==> src/hdl/wrcp_pkg.sv <==
// shared constants, types and the utf-8 encoder of the weighted range character picker
package wrcp_pkg;

    // table geometry
    localparam int MAX_RANGES = 16;
    localparam int LOG_R      = $clog2(MAX_RANGES);
    localparam int IDX_W      = (LOG_R == 0) ? 1 : LOG_R;
    localparam int CNT_W      = $clog2(MAX_RANGES + 1);

    // field widths
    localparam int CP_W      = 21;
    localparam int SIZE_W    = 22;
    localparam int ENTRY_W   = CP_W + SIZE_W;
    localparam int TOT_W     = SIZE_W + LOG_R;
    localparam int WORD_W    = 64;
    localparam int HALF_W    = WORD_W / 2;
    localparam int EIDX_W    = 4;
    localparam int RIU_W     = 5;
    localparam int S_TDATA_W = ((EIDX_W + 2 * CP_W + WORD_W + 7) / 8) * 8;

    // remainder unit step counts
    localparam int STEP_W = $clog2(WORD_W + 1);
    localparam logic [STEP_W-1:0] MOD_FULL_STEPS = STEP_W'(WORD_W);
    localparam logic [STEP_W-1:0] MOD_HALF_STEPS = STEP_W'(HALF_W);

    // apb
    localparam int ADDR_W = 3;
    localparam logic [0:0] REG_RANGES_IN_USE = 1'b0;

    // opcodes
    localparam logic OP_LOAD = 1'b0;
    localparam logic OP_GEN  = 1'b1;

    // status codes
    localparam logic [1:0] STAT_OK       = 2'd0;
    localparam logic [1:0] STAT_EMPTY    = 2'd1;
    localparam logic [1:0] STAT_INVERTED = 2'd2;

    typedef struct packed {
        logic              start;
        logic [STEP_W-1:0] steps;
        logic [WORD_W-1:0] dividend;
        logic [TOT_W-1:0]  divisor;
    } wrcp_mod_req_t;

    typedef struct packed {
        logic             busy;
        logic             done;
        logic [TOT_W-1:0] rem;
    } wrcp_mod_rsp_t;

    typedef struct packed {
        logic [3:0][7:0] octets;
        logic [1:0]      last_idx;
    } wrcp_utf8_t;

    // plain utf-8 bit pattern, surrogates included
    function automatic wrcp_utf8_t utf8_encode(input logic [CP_W-1:0] cp);
        wrcp_utf8_t r;
        r = '0;
        if (cp < CP_W'(32'h80)) begin
            r.octets[0] = {1'b0, cp[6:0]};
            r.last_idx  = 2'd0;
        end else if (cp < CP_W'(32'h800)) begin
            r.octets[0] = {3'b110, cp[10:6]};
            r.octets[1] = {2'b10, cp[5:0]};
            r.last_idx  = 2'd1;
        end else if (cp < CP_W'(32'h10000)) begin
            r.octets[0] = {4'b1110, cp[15:12]};
            r.octets[1] = {2'b10, cp[11:6]};
            r.octets[2] = {2'b10, cp[5:0]};
            r.last_idx  = 2'd2;
        end else begin
            r.octets[0] = {5'b11110, cp[20:18]};
            r.octets[1] = {2'b10, cp[17:12]};
            r.octets[2] = {2'b10, cp[11:6]};
            r.octets[3] = {2'b10, cp[5:0]};
            r.last_idx  = 2'd3;
        end
        return r;
    endfunction

endpackage

==> src/hdl/wrcp_table_ram.sv <==
// range table memory: one write port, one read port, registered read data
module wrcp_table_ram #(
    parameter int DEPTH  = 16,
    parameter int ADDR_W = 4,
    parameter int DATA_W = 43
) (
    input  logic              aclk,
    input  logic              we,
    input  logic [ADDR_W-1:0] waddr,
    input  logic [DATA_W-1:0] wdata,
    input  logic              re,
    input  logic [ADDR_W-1:0] raddr,
    output logic [DATA_W-1:0] rdata
);

    logic [DATA_W-1:0] mem_array [DEPTH];
    logic [DATA_W-1:0] rdata_reg;

    always_ff @(posedge aclk) begin
        if (we) begin
            mem_array[waddr] <= wdata;
        end
    end

    always_ff @(posedge aclk) begin
        if (re) begin
            rdata_reg <= mem_array[raddr];
        end
    end

    assign rdata = rdata_reg;

endmodule

==> src/hdl/wrcp_mod_unit.sv <==
// bit-serial restoring remainder unit, one dividend bit per cycle
module wrcp_mod_unit (
    input  logic                   aclk,
    input  logic                   aresetn,
    input  wrcp_pkg::wrcp_mod_req_t req,
    output wrcp_pkg::wrcp_mod_rsp_t rsp
);
    import wrcp_pkg::*;

    logic              busy_reg, busy_next;
    logic              done_reg, done_next;
    logic [STEP_W-1:0] cnt_reg, cnt_next;
    logic [WORD_W-1:0] dvd_reg, dvd_next;
    logic [TOT_W-1:0]  dsr_reg, dsr_next;
    logic [TOT_W-1:0]  rem_reg, rem_next;
    logic [TOT_W:0]    trial;

    always_comb begin
        trial     = {rem_reg, dvd_reg[WORD_W-1]};
        busy_next = busy_reg;
        done_next = 1'b0;
        cnt_next  = cnt_reg;
        dvd_next  = dvd_reg;
        dsr_next  = dsr_reg;
        rem_next  = rem_reg;
        if (req.start) begin
            busy_next = 1'b1;
            cnt_next  = req.steps;
            dvd_next  = req.dividend;
            dsr_next  = req.divisor;
            rem_next  = '0;
        end else if (busy_reg) begin
            dvd_next = {dvd_reg[WORD_W-2:0], 1'b0};
            cnt_next = cnt_reg - STEP_W'(1);
            if (trial >= {1'b0, dsr_reg}) begin
                rem_next = TOT_W'(trial - {1'b0, dsr_reg});
            end else begin
                rem_next = trial[TOT_W-1:0];
            end
            if (cnt_reg == STEP_W'(1)) begin
                busy_next = 1'b0;
                done_next = 1'b1;
            end
        end
    end

    always_ff @(posedge aclk) begin
        if (!aresetn) begin
            busy_reg <= 1'b0;
            done_reg <= 1'b0;
            cnt_reg  <= '0;
        end else begin
            busy_reg <= busy_next;
            done_reg <= done_next;
            cnt_reg  <= cnt_next;
        end
    end

    always_ff @(posedge aclk) begin
        dvd_reg <= dvd_next;
        dsr_reg <= dsr_next;
        rem_reg <= rem_next;
    end

    assign rsp.busy = busy_reg;
    assign rsp.done = done_reg;
    assign rsp.rem  = rem_reg;

endmodule

==> src/hdl/weighted_range_char_picker.sv <==
// weighted range character picker: top level with sequencer, table and remainder unit
//
// Holds a table of up to MAX_RANGES code-point ranges in a single-port-read memory. A load
// transaction (s_tuser = 0) writes one entry as start and size; an inverted range is
// refused with status 2 and leaves the table unchanged, an index past the table is
// acknowledged with status 0 and writes nothing. A generate transaction (s_tuser = 1)
// sums the sizes of the first ranges_in_use entries, capped at MAX_RANGES, reduces the
// 64-bit random word modulo that total, walks the cumulative sizes to choose an entry,
// adds the low 32 bits of the word modulo the entry size to its start, and sends the code
// point as one to four UTF-8 bytes, tlast on the final byte, status in m_tuser. No ranges
// in use gives one byte of 0 with status 1. One transaction is handled at a time. A load
// offers its result in the cycle after acceptance. A generate makes two passes over the
// table at one entry read per cycle and runs two bit-serial remainders in the shared
// unit, 64 steps for the word and 32 for the offset. Table entries read as undefined
// until loaded, so there is no clearing pass.
module weighted_range_char_picker (
    input  logic                            aclk,
    input  logic                            aresetn,
    // input channel
    input  logic                            s_tvalid,
    output logic                            s_tready,
    // s_tdata from bit 0: entry_index[3:0], range_first[20:0], range_last[20:0],
    // random_word[63:0], zero fill
    input  logic [wrcp_pkg::S_TDATA_W-1:0]  s_tdata,
    // s_tuser: opcode
    input  logic [0:0]                      s_tuser,
    // result channel
    output logic                            m_tvalid,
    input  logic                            m_tready,
    // m_tdata: out_byte
    output logic [7:0]                      m_tdata,
    output logic                            m_tlast,
    // m_tuser: status
    output logic [1:0]                      m_tuser,
    // configuration port
    input  logic                            psel,
    input  logic                            penable,
    input  logic                            pwrite,
    input  logic [wrcp_pkg::ADDR_W-1:0]     paddr,
    input  logic [31:0]                     pwdata,
    output logic [31:0]                     prdata,
    output logic                            pready
);
    import wrcp_pkg::*;

    // sequencer states
    localparam logic [3:0] S_IDLE = 4'd0;
    localparam logic [3:0] S_SUM  = 4'd1;
    localparam logic [3:0] S_CHK  = 4'd2;
    localparam logic [3:0] S_MOD1 = 4'd3;
    localparam logic [3:0] S_WALK = 4'd4;
    localparam logic [3:0] S_CHK2 = 4'd5;
    localparam logic [3:0] S_MOD2 = 4'd6;
    localparam logic [3:0] S_EMIT = 4'd7;

    // unpacked input fields
    logic              in_opcode;
    logic [EIDX_W-1:0] in_index;
    logic [CP_W-1:0]   in_first;
    logic [CP_W-1:0]   in_last;
    logic [WORD_W-1:0] in_word;

    assign in_opcode = s_tuser[0];
    assign in_index  = s_tdata[EIDX_W-1:0];
    assign in_first  = s_tdata[EIDX_W+CP_W-1:EIDX_W];
    assign in_last   = s_tdata[EIDX_W+2*CP_W-1:EIDX_W+CP_W];
    assign in_word   = s_tdata[EIDX_W+2*CP_W+WORD_W-1:EIDX_W+2*CP_W];

    // configuration register
    logic [RIU_W-1:0] riu_reg;
    logic             cfg_we;

    assign pready = 1'b1;
    assign cfg_we = psel && penable && pwrite && pready
                    && (paddr[ADDR_W-1:2] == REG_RANGES_IN_USE);
    assign prdata = (paddr[ADDR_W-1:2] == REG_RANGES_IN_USE) ? 32'(riu_reg) : 32'd0;

    always_ff @(posedge aclk) begin
        if (!aresetn) begin
            riu_reg <= '0;
        end else if (cfg_we) begin
            riu_reg <= pwdata[RIU_W-1:0];
        end
    end

    // sequencer registers
    logic [3:0]        state_reg, state_next;
    logic [CNT_W-1:0]  n_reg, n_next;
    logic [CNT_W-1:0]  issue_ptr_reg, issue_ptr_next;
    logic              rd_vld_reg, rd_vld_next;
    logic [IDX_W-1:0]  data_idx_reg, data_idx_next;
    logic [TOT_W-1:0]  total_reg, total_next;
    logic [TOT_W-1:0]  cum_reg, cum_next;
    logic              found_reg, found_next;
    logic [CP_W-1:0]   chosen_start_reg, chosen_start_next;
    logic [SIZE_W-1:0] chosen_size_reg, chosen_size_next;
    logic [WORD_W-1:0] word_reg, word_next;
    logic [3:0][7:0]   byte_buf_reg, byte_buf_next;
    logic [1:0]        last_idx_reg, last_idx_next;
    logic [1:0]        byte_ptr_reg, byte_ptr_next;
    logic [1:0]        status_reg, status_next;

    // table memory
    logic               ram_we;
    logic [IDX_W-1:0]   ram_waddr;
    logic [ENTRY_W-1:0] ram_wdata;
    logic               ram_re;
    logic [ENTRY_W-1:0] ram_rdata;
    logic [CP_W-1:0]    rd_start;
    logic [SIZE_W-1:0]  rd_size;

    // remainder unit
    wrcp_mod_req_t mod_req;
    wrcp_mod_rsp_t mod_rsp;

    // helpers
    logic              s_acc;
    logic              inverted;
    logic              in_table;
    logic [CNT_W-1:0]  n_eff;
    logic              issue;
    logic              last_data;
    logic [TOT_W-1:0]  acc_sum;
    logic [SIZE_W-1:0] in_size;
    logic [SIZE_W-1:0] cp_sum;
    wrcp_utf8_t        enc;

    assign s_acc    = s_tvalid && s_tready;
    assign inverted = in_last < in_first;
    assign in_table = 32'(in_index) < MAX_RANGES;
    assign n_eff    = (32'(riu_reg) > MAX_RANGES) ? CNT_W'(MAX_RANGES) : CNT_W'(riu_reg);
    assign in_size  = SIZE_W'({1'b0, in_last} - {1'b0, in_first} + SIZE_W'(1));

    assign rd_start = ram_rdata[ENTRY_W-1:SIZE_W];
    assign rd_size  = ram_rdata[SIZE_W-1:0];

    // table passes issue one read per cycle, data comes back in the following cycle
    assign issue     = ((state_reg == S_SUM) || (state_reg == S_WALK)) && (issue_ptr_reg < n_reg);
    assign last_data = rd_vld_reg && (CNT_W'(data_idx_reg) == CNT_W'(n_reg - CNT_W'(1)));
    assign acc_sum   = ((state_reg == S_SUM) ? total_reg : cum_reg) + TOT_W'(rd_size);

    // code point: start plus the offset remainder, kept to 21 bits
    assign cp_sum = SIZE_W'(chosen_start_reg) + mod_rsp.rem[SIZE_W-1:0];
    assign enc    = utf8_encode(cp_sum[CP_W-1:0]);

    // load writes the table at acceptance
    assign ram_we    = s_acc && (in_opcode == OP_LOAD) && !inverted && in_table;
    assign ram_waddr = IDX_W'(in_index);
    assign ram_wdata = {in_first, in_size};
    assign ram_re    = issue;

    wrcp_table_ram #(
        .DEPTH  (MAX_RANGES),
        .ADDR_W (IDX_W),
        .DATA_W (ENTRY_W)
    ) u_table (
        .aclk  (aclk),
        .we    (ram_we),
        .waddr (ram_waddr),
        .wdata (ram_wdata),
        .re    (ram_re),
        .raddr (issue_ptr_reg[IDX_W-1:0]),
        .rdata (ram_rdata)
    );

    wrcp_mod_unit u_mod (
        .aclk    (aclk),
        .aresetn (aresetn),
        .req     (mod_req),
        .rsp     (mod_rsp)
    );

    always_comb begin
        state_next        = state_reg;
        n_next            = n_reg;
        issue_ptr_next    = issue_ptr_reg;
        rd_vld_next       = issue;
        data_idx_next     = issue_ptr_reg[IDX_W-1:0];
        total_next        = total_reg;
        cum_next          = cum_reg;
        found_next        = found_reg;
        chosen_start_next = chosen_start_reg;
        chosen_size_next  = chosen_size_reg;
        word_next         = word_reg;
        byte_buf_next     = byte_buf_reg;
        last_idx_next     = last_idx_reg;
        byte_ptr_next     = byte_ptr_reg;
        status_next       = status_reg;
        mod_req           = '0;
        s_tready          = 1'b0;

        if (issue) begin
            issue_ptr_next = issue_ptr_reg + CNT_W'(1);
        end

        case (state_reg)
            S_IDLE: begin
                s_tready = 1'b1;
                if (s_acc) begin
                    byte_buf_next = '0;
                    last_idx_next = 2'd0;
                    byte_ptr_next = 2'd0;
                    if (in_opcode == OP_LOAD) begin
                        status_next = inverted ? STAT_INVERTED : STAT_OK;
                        state_next  = S_EMIT;
                    end else begin
                        n_next         = n_eff;
                        word_next      = in_word;
                        issue_ptr_next = '0;
                        total_next     = '0;
                        if (n_eff == '0) begin
                            status_next = STAT_EMPTY;
                            state_next  = S_EMIT;
                        end else begin
                            state_next = S_SUM;
                        end
                    end
                end
            end
            // first pass: total of the sizes in use
            S_SUM: begin
                if (rd_vld_reg) begin
                    total_next = acc_sum;
                end
                if (last_data) begin
                    state_next = S_CHK;
                end
            end
            S_CHK: begin
                if (total_reg == '0) begin
                    status_next = STAT_EMPTY;
                    state_next  = S_EMIT;
                end else begin
                    mod_req.start    = 1'b1;
                    mod_req.steps    = MOD_FULL_STEPS;
                    mod_req.dividend = word_reg;
                    mod_req.divisor  = total_reg;
                    issue_ptr_next   = '0;
                    cum_next         = '0;
                    found_next       = 1'b0;
                    state_next       = S_MOD1;
                end
            end
            S_MOD1: begin
                if (mod_rsp.done) begin
                    issue_ptr_next = '0;
                    state_next     = S_WALK;
                end
            end
            // second pass: first entry whose running sum passes the pick,
            // the pick stays in the remainder unit until its next start
            S_WALK: begin
                if (rd_vld_reg) begin
                    cum_next = acc_sum;
                    if (!found_reg && (mod_rsp.rem < acc_sum)) begin
                        found_next        = 1'b1;
                        chosen_start_next = rd_start;
                        chosen_size_next  = rd_size;
                    end
                end
                if (last_data) begin
                    state_next = S_CHK2;
                end
            end
            S_CHK2: begin
                if (!found_reg || (chosen_size_reg == '0)) begin
                    status_next = STAT_EMPTY;
                    state_next  = S_EMIT;
                end else begin
                    // low half of the word, moved up so the unit runs 32 steps
                    mod_req.start    = 1'b1;
                    mod_req.steps    = MOD_HALF_STEPS;
                    mod_req.dividend = {word_reg[HALF_W-1:0], {HALF_W{1'b0}}};
                    mod_req.divisor  = TOT_W'(chosen_size_reg);
                    state_next       = S_MOD2;
                end
            end
            S_MOD2: begin
                if (mod_rsp.done) begin
                    byte_buf_next = enc.octets;
                    last_idx_next = enc.last_idx;
                    byte_ptr_next = 2'd0;
                    status_next   = STAT_OK;
                    state_next    = S_EMIT;
                end
            end
            S_EMIT: begin
                if (m_tready) begin
                    if (byte_ptr_reg == last_idx_reg) begin
                        state_next = S_IDLE;
                    end else begin
                        byte_ptr_next = byte_ptr_reg + 2'd1;
                    end
                end
            end
            default: begin
                state_next = S_IDLE;
            end
        endcase
    end

    always_ff @(posedge aclk) begin
        if (!aresetn) begin
            state_reg     <= S_IDLE;
            issue_ptr_reg <= '0;
            rd_vld_reg    <= 1'b0;
            found_reg     <= 1'b0;
            byte_ptr_reg  <= 2'd0;
        end else begin
            state_reg     <= state_next;
            issue_ptr_reg <= issue_ptr_next;
            rd_vld_reg    <= rd_vld_next;
            found_reg     <= found_next;
            byte_ptr_reg  <= byte_ptr_next;
        end
    end

    always_ff @(posedge aclk) begin
        n_reg            <= n_next;
        data_idx_reg     <= data_idx_next;
        total_reg        <= total_next;
        cum_reg          <= cum_next;
        chosen_start_reg <= chosen_start_next;
        chosen_size_reg  <= chosen_size_next;
        word_reg         <= word_next;
        byte_buf_reg     <= byte_buf_next;
        last_idx_reg     <= last_idx_next;
        status_reg       <= status_next;
    end

    // result channel straight from registers
    assign m_tvalid = (state_reg == S_EMIT);
    assign m_tdata  = byte_buf_reg[byte_ptr_reg];
    assign m_tlast  = (byte_ptr_reg == last_idx_reg);
    assign m_tuser  = status_reg;

endmodule

==> config.mk <==
export PLATFORM = sky130hd
export DESIGN_NAME = weighted_range_char_picker
export DESIGN_NICKNAME = d
export VERILOG_FILES = /design/src/hdl/wrcp_pkg.sv /design/src/hdl/wrcp_table_ram.sv /design/src/hdl/wrcp_mod_unit.sv /design/src/hdl/weighted_range_char_picker.sv
export SDC_FILE = /design/constraint.sdc
export NUM_CORES = 1
export LEC_CHECK = 0
export BUFFER_PORTS_ARGS = -buffer_cell sky130_fd_sc_hd__buf_2
export CAP_MARGIN = 10
export CORE_MARGIN = 4
export CORE_UTILIZATION = 47
export DETAILED_ROUTE_END_ITERATION = 8
export PLACE_DENSITY_LB_ADDON = 0.12
export SLEW_MARGIN = 30
export SYNTH_ARGS = -nofsm -noshare
export SYNTH_HDL_FRONTEND = slang
export SYNTH_HIERARCHICAL = 1
export SYNTH_SLANG_ARGS = --single-unit
export TNS_END_PERCENT = 5
==> constraint.sdc <==
create_clock -name aclk -period 7.5 [get_ports aclk]
set_input_delay 0.75 -clock aclk [delete_from_list [all_inputs] [get_ports aclk]]
set_output_delay 0.75 -clock aclk [all_outputs]
set_load 0.005 [all_outputs]
==> results.json <==
{
  "rsz0062_at_grt": "no",
  "period_needed_ns": 6.48,
  "htreeDepth": 3,
  "tritoncts": "done",
  "place_inst": 4447,
  "required_ns": 7.80,
  "cp_cell_sequence": "buf_4 > nand2b_1 > or2_2 > nand2_1 > nand2_1 > ha_1 > o21ai_0 > o21bai_1 > a21oi_1 > o31ai_1 > a2111oi_0 > o31ai_1 > nand4_1 > xor2_1 > mux2_2 > ha_1 > nand4_1 > nor2_1 > nand2_1 > o21ai_0 > nor3_4 > buf_4",
  "fp.dieH_um": 327,
  "max-vdd-ir-drop_uv": 240,
  "fin_setup_tns_ns": 0,
  "num_vias": 27200,
  "port_buffers": 141,
  "cts_root_buffer": "clkbuf_16",
  "ctsHoldBuffers": 0,
  "drc": 0,
  "fill_cells": 8152,
  "clock_path_buffers": 3,
  "grt_max_degree": 91,
  "cts.repair.resized": 0,
  "synth_area_um2": 47800,
  "finalWeightedCongestion": 0.916,
  "numCtsBuffers": 111,
  "drive_gt1_frac": 0.210,
  "wl_per_cell_um": 24.8,
  "antenna_found_initial": 8,
  "post-route-util": 0.536,
  "overflow": 0,
  "crit_slowest_cell": "o31ai_1",
  "setup_slack_ns": 1.02,
  "crit_buf_inv": 2,
  "critPathMaxFanout": 43,
  "regToRegSetupSlack_ns": 1.02,
  "finalHoldViolCount": 0,
  "largest_register_ff_count": 688,
  "critPathLaunchType": "register",
  "avgSynthCellArea_um2": 15.8,
  "dieArea_um2": 107000,
  "period_share": 0.864,
  "slew_viol_final": 0,
  "wl_um": 116000,
  "max_stage_delay_ns": 0.74,
  "crit_type": "register to register",
  "fin_skew_ns": 0.0474,
  "layout.cells.non_filler": 4663,
  "die_w_um": 327,
  "final_common_cell": "edfxtp_1",
  "cpMostUsedCell": "nand2_1",
  "tightest_slew_ns": 1.08,
  "path_delay_family": "compound AO/OA/AOI/OAI gates",
  "place_hpwl_um": 70600,
  "fmax_mhz": 154,
  "cp-end-kind": "register",
  "cellLeakagePower_nw": 18.6,
  "synthCells": 3027,
  "finalSetupViolCount": 0,
  "track_usage": 0.215,
  "pre_cts_ws_ns": 1.09,
  "area_growth_pct": 12.7,
  "status": "finished clean",
  "layout_common_cells": "1017 x edfxtp_1, 190 x nand2_1, 178 x mux4_2, 144 x ha_1, 143 x nor2_1",
  "crit_arrival_ns": 6.78,
  "ys_warn_count": 6,
  "cap_violations": 0,
  "drtPass1Iterations": 6,
  "ant_nets": 0,
  "cts_setup_buffers": 0,
  "ios": 201,
  "grt_pass1_vias": 27600,
  "cts.sinks": 1073,
  "maxSlewHeadroom": 0.274,
  "hold-worst-slack_ns": 0.229,
  "hp-class": "input port to register",
  "p_per_area_nw_per_um2": 363,
  "drtIter0Drc": 2339,
  "coreArea_um2": 100000,
  "clock_latency_ns": 0.71,
  "grt_pass1_wl_um": 174000,
  "nets": 3516,
  "viasPerCell": 5.82,
  "num_rows": 116,
  "clk_pin_slew_ns": 0.06,
  "start_util": 0.476
}
stage by stage:
stage | cell area, µm² | power [mW]
after floorplan | 47900 | 12.6
after global placement | 50100 | 14.1
after detailed placement | 50100 | 14.2
after CTS | 53800 | 19.7
after global routing | 53900 | 20.7
final | 53900 | 19.6
area by class of cell:
class / instances / area [µm²] / area share
Antenna cell: 3 / 7.51 / 0.000139
Sequential cell: 1073 / 31700 / 0.588
Clock inverter: 69 / 639 / 0.0119
Timing Repair Buffer: 196 / 1180 / 0.0220
Clock buffer: 143 / 3000 / 0.0557
Inverter: 118 / 443 / 0.00822
Tap cell: 1357 / 1700 / 0.0315
Multi-Input combinational cell: 1704 / 15200 / 0.283
per-layer routing:
metal	track usage	part of all wire	up-vias
li1	-	-	12200
met5	0	0.000069	-
met4	0.0655	0.028	2
met2	0.352	0.48	816
met3	0.0364	0.062	160
met1	0.299	0.43	14000
worst paths after layout:
check | from | end | cells after the start
max reg2reg | state_reg[2] | chosen_start_reg[16] | 22
min | s_tdata[69] | word_reg[23] | 1
max | state_reg[2] | chosen_start_reg[16] | 22
min reg2reg | u_table/rdata[36] | chosen_start_reg[14] | 0
power by group:
part	leakage (nW)	internal [mW]	switching (mW)
clock network	1.77	3.11	2.31
registers	9.72	7.65	0.439
logic	7.14	2.43	3.62
No activity file was read; power rests on OpenSTA's default activity.
